[src/sv/bums_pkg.sv]
// shared constants, types and state codes of the bottom-up merge sorter
package bums_pkg;

  localparam int unsigned DEPTH      = 64;
  localparam int unsigned DATA_WIDTH = 32;
  localparam int unsigned IDX_W      = $clog2(DEPTH);
  localparam int unsigned CNT_W      = IDX_W + 1;
  localparam int unsigned SUM_W      = CNT_W + 1;

  typedef logic        [IDX_W-1:0]      idx_t;
  typedef logic        [CNT_W-1:0]      cnt_t;
  typedef logic        [SUM_W-1:0]      sum_t;
  typedef logic signed [DATA_WIDTH-1:0] data_t;

  // request from the sequencer to the two ping-pong stores
  typedef struct packed {
    logic  wr_en;
    logic  wr_sel;
    idx_t  wr_addr;
    data_t wr_data;
    idx_t  rd_addr_a;
    idx_t  rd_addr_b;
    logic  rd_sel;
  } store_req_t;

  typedef enum logic [3:0] {
    ST_LOAD  = 4'b0001,
    ST_SETUP = 4'b0010,
    ST_MERGE = 4'b0100,
    ST_EMIT  = 4'b1000
  } state_e;

endpackage

[src/sv/bums_merge_unit.sv]
// shared compare and select unit: picks the next element of a two-run merge
module bums_merge_unit (
  input  bums_pkg::data_t head_a_i,
  input  bums_pkg::data_t head_b_i,
  input  bums_pkg::cnt_t  a_i,
  input  bums_pkg::cnt_t  b_i,
  input  bums_pkg::cnt_t  mid_i,
  input  bums_pkg::cnt_t  hi_i,
  output logic            take_a_o,
  output bums_pkg::data_t value_o
);
  import bums_pkg::*;

  logic a_left, b_left;

  assign a_left = a_i < mid_i;
  assign b_left = b_i < hi_i;

  // ties go to the right-hand run
  assign take_a_o = a_left && (!b_left || (head_a_i < head_b_i));
  assign value_o  = take_a_o ? head_a_i : head_b_i;

endmodule

[config.mk]
export PLATFORM = sky130hd
export DESIGN_NAME = bums_merge_unit
export DESIGN_NICKNAME = d
export VERILOG_FILES = /design/src/sv/bums_pkg.sv /design/src/sv/bums_merge_unit.sv
export SDC_FILE = /design/constraint.sdc
export NUM_CORES = 1
export LEC_CHECK = 0
export BUFFER_PORTS_ARGS = -buffer_cell sky130_fd_sc_hd__clkbuf_2
export CORE_MARGIN = 4
export CORE_UTILIZATION = 41
export DETAILED_ROUTE_END_ITERATION = 10
export GPL_TIMING_DRIVEN = 0
export PLACE_DENSITY = 0.94
export SLEW_MARGIN = 10
export SYNTH_ARGS = -nofsm -noshare
export SYNTH_HDL_FRONTEND = slang
export SYNTH_SLANG_ARGS = --single-unit
export TNS_END_PERCENT = 100
[constraint.sdc]
create_clock -name vclk -period 4.4
set_input_delay 0.88 -clock vclk [all_inputs]
set_output_delay 0.88 -clock vclk [all_outputs]
set_load 0.02 [all_outputs]
==> results.yml <==
outcome:
  outcome: "completed"
global_route:
  grt.overflow.total: 0
  antenna_found_initial: 0
  grt_max_degree: 11
  track_usage: 0.167
  grt_pass1_vias: 1726
  grt_first_pass_wirelength_um: 6380
synthesis:
  muxShareOfSynthArea: 0.241
  avgSynthCellArea_um2: 7.88
  synth_compound_area_frac: 0.160
  syn_area_um2: 1500
  syn_nets: 325
  syn_inst: 190
  synthAdderAreaFrac: 0.359
  synthXorXnorAreaFrac: 0
  synth.yosys.seq_area_share: 0
  ys_warn_count: 0
  synth_top_family_by_area: "adder cells"
  yosys.area_share.simple: 0.107
  ys_types: 27
sta:
  setup_ws_ps: 244
  drv_slew: 0
  finalHoldViolCount: 0
  final-setup-viol-count: 0
  slew-limit-headroom: 0.697
  period_share: 0.945
  max_freq_mhz: 241
  min_period_ps: 4160
  tns_ps: 0
  worstMarginPinSlew_ps: 455
  rsz0062_at_grt: "false"
clocking:
  cts_hold_buf: 0
  cts_setup_buffers: 0
  ctsResizeCount: 0
floorplanning:
  num_rows: 21
  dieArea_um2: 4680
  io_pins: 125
  die_w_um: 68.4
  die_h_um: 68.4
  start_util: 0.435
  core_area_um2: 3440
route:
  num_vias: 1814
  wirelength_um: 4110
  ant_nets: 0
  drt-initial-drc-count: 50
  wl_per_cell_um: 11.4
  dr.pass1.iters: 4
  viasPerCell: 5.02
  drc: 0
setup_path:
  crit_arrival_ps: 3280
  cp-endpoint: "value_o[14]"
  worst_setup_path_start_kind: "primary input"
  critPathMaxFanout: 10
  required_ps: 3520
  critical_path_class: "primary input to primary output"
  cp-startpoint: "head_b_i[31]"
  endpoint_kind: "primary output"
power:
  power.total_w: 0.000324
  ir_drop_v: 0.0000703
  p_per_area_nw_per_um2: 149
  p_leak_nw: 1.37
final_layout:
  design.seq.count: 0
  layout-drive-gt1-share: 0.505
  clkbuf_count: 0
  final_cell_mix: "clkbuf_2, inv_1, ha_1"
  final_util: 0.634
  final_common_cell: "clkbuf_2"
  area.growth.synth_to_final_pct: 45.6
  nNetsFinal: 452
  num_antenna_cells: 0
  fin_cells: 361
  seqCellArea_um2: 0
place:
  place_inst: 361
  gp_congestion: 0.710
  post-dp-hpwl_um: 3900
  pre_cts_ws_ps: 224
  portBuffers: 125
min_path:
  hp-class: "primary input to primary output"
flow_run:
  drv_cap: 0
-- how the worst min path moves through the flow --
stage / from / endpoint / slack [ps] / cells after the start
final: head_b_i[3] / value_o[3] / 2110 / 3
after global routing: head_b_i[3] / value_o[3] / 2140 / 3
after CTS: head_b_i[3] / value_o[3] / 2110 / 3
after detailed placement: head_b_i[3] / value_o[3] / 2110 / 3
after global placement: head_b_i[3] / value_o[3] / 2110 / 3
after floorplan: head_b_i[0] / value_o[0] / 1950 / 1
-- routing by layer --
layer	GRT usage	up-vias	wire (um)	share of wire
met5	0	-	0	0
met4	0	0	0	0
met3	0.0164	0	411	0.10
met2	0.368	78	2200	0.53
met1	0.170	805	1500	0.37
li1	-	931	-	-
-- metrics by stage --
| stage | cell area, um2 | hold slack [ps] |
|---|---|---|
| global route | 2180 | 2140 |
| floorplan | 1500 | 1950 |
| finish | 2180 | 2110 |
| global placement | 2180 | 2110 |
| CTS | 2180 | 2110 |
| detailed placement | 2180 | 2110 |
-- worst max-delay path: stages --
cell      delay [ps]
clkbuf_2          90
inv_1             40
ha_1             320
nand4_1          160
nor3_1            90
a221oi_1         280
o211ai_1         190
a221oi_4         510
buf_6            220
mux2_2           340
clkbuf_2         160
-- power by group --
group          leakage [nW]  switching (W)  internal (W)  total (W)
Sequential                0              0             0          0
Clock                     0              0             0          0
Combinational          1.37       0.000171      0.000154   0.000324
-- layout make-up --
class	count	area (um2)
Buffer	3	33.8
Fill cell	315	1260
Inverter	44	165
Multi-Input combinational cell	143	1300
Tap cell	46	57.6
Timing Repair Buffer	125	626
-- Yosys cell counts --
cell | instances | share of area
nand3_1 | 4 | 0.013
buf_6 | 3 | 0.023
nand2b_1 | 2 | 0.0084
inv_1 | 44 | 0.11
o211a_1 | 1 | 0.0067
a211oi_1 | 2 | 0.010
mux2_2 | 30 | 0.23
o211ai_1 | 2 | 0.010
o21ai_0 | 6 | 0.020
o21ai_1 | 1 | 0.0033
o2111ai_1 | 1 | 0.0058
nor3_1 | 4 | 0.013
a21o_1 | 2 | 0.010
and3_1 | 1 | 0.0042
nand2_1 | 10 | 0.025
a31oi_1 | 1 | 0.0042
nor2b_1 | 1 | 0.0042
a2111oi_0 | 2 | 0.012
nand4_1 | 5 | 0.021
nand3b_1 | 1 | 0.0050
mux2_1 | 2 | 0.015
a211o_1 | 1 | 0.0058
a221oi_4 | 1 | 0.018
a221oi_1 | 2 | 0.012
ha_1 | 43 | 0.36
nor2_1 | 5 | 0.013
a21oi_1 | 13 | 0.043
-- kinds of logic (layout without fill, tap and decap cells) --
group                      Yosys count  count (layout)
AOI/OAI and AO/OA                   35              35
and+or+nand+nor                     33              33
muxes                               32              32
buffers and inverters               47             172
adders and majority gates           43              43
Power figures use the tool's default switching activity.
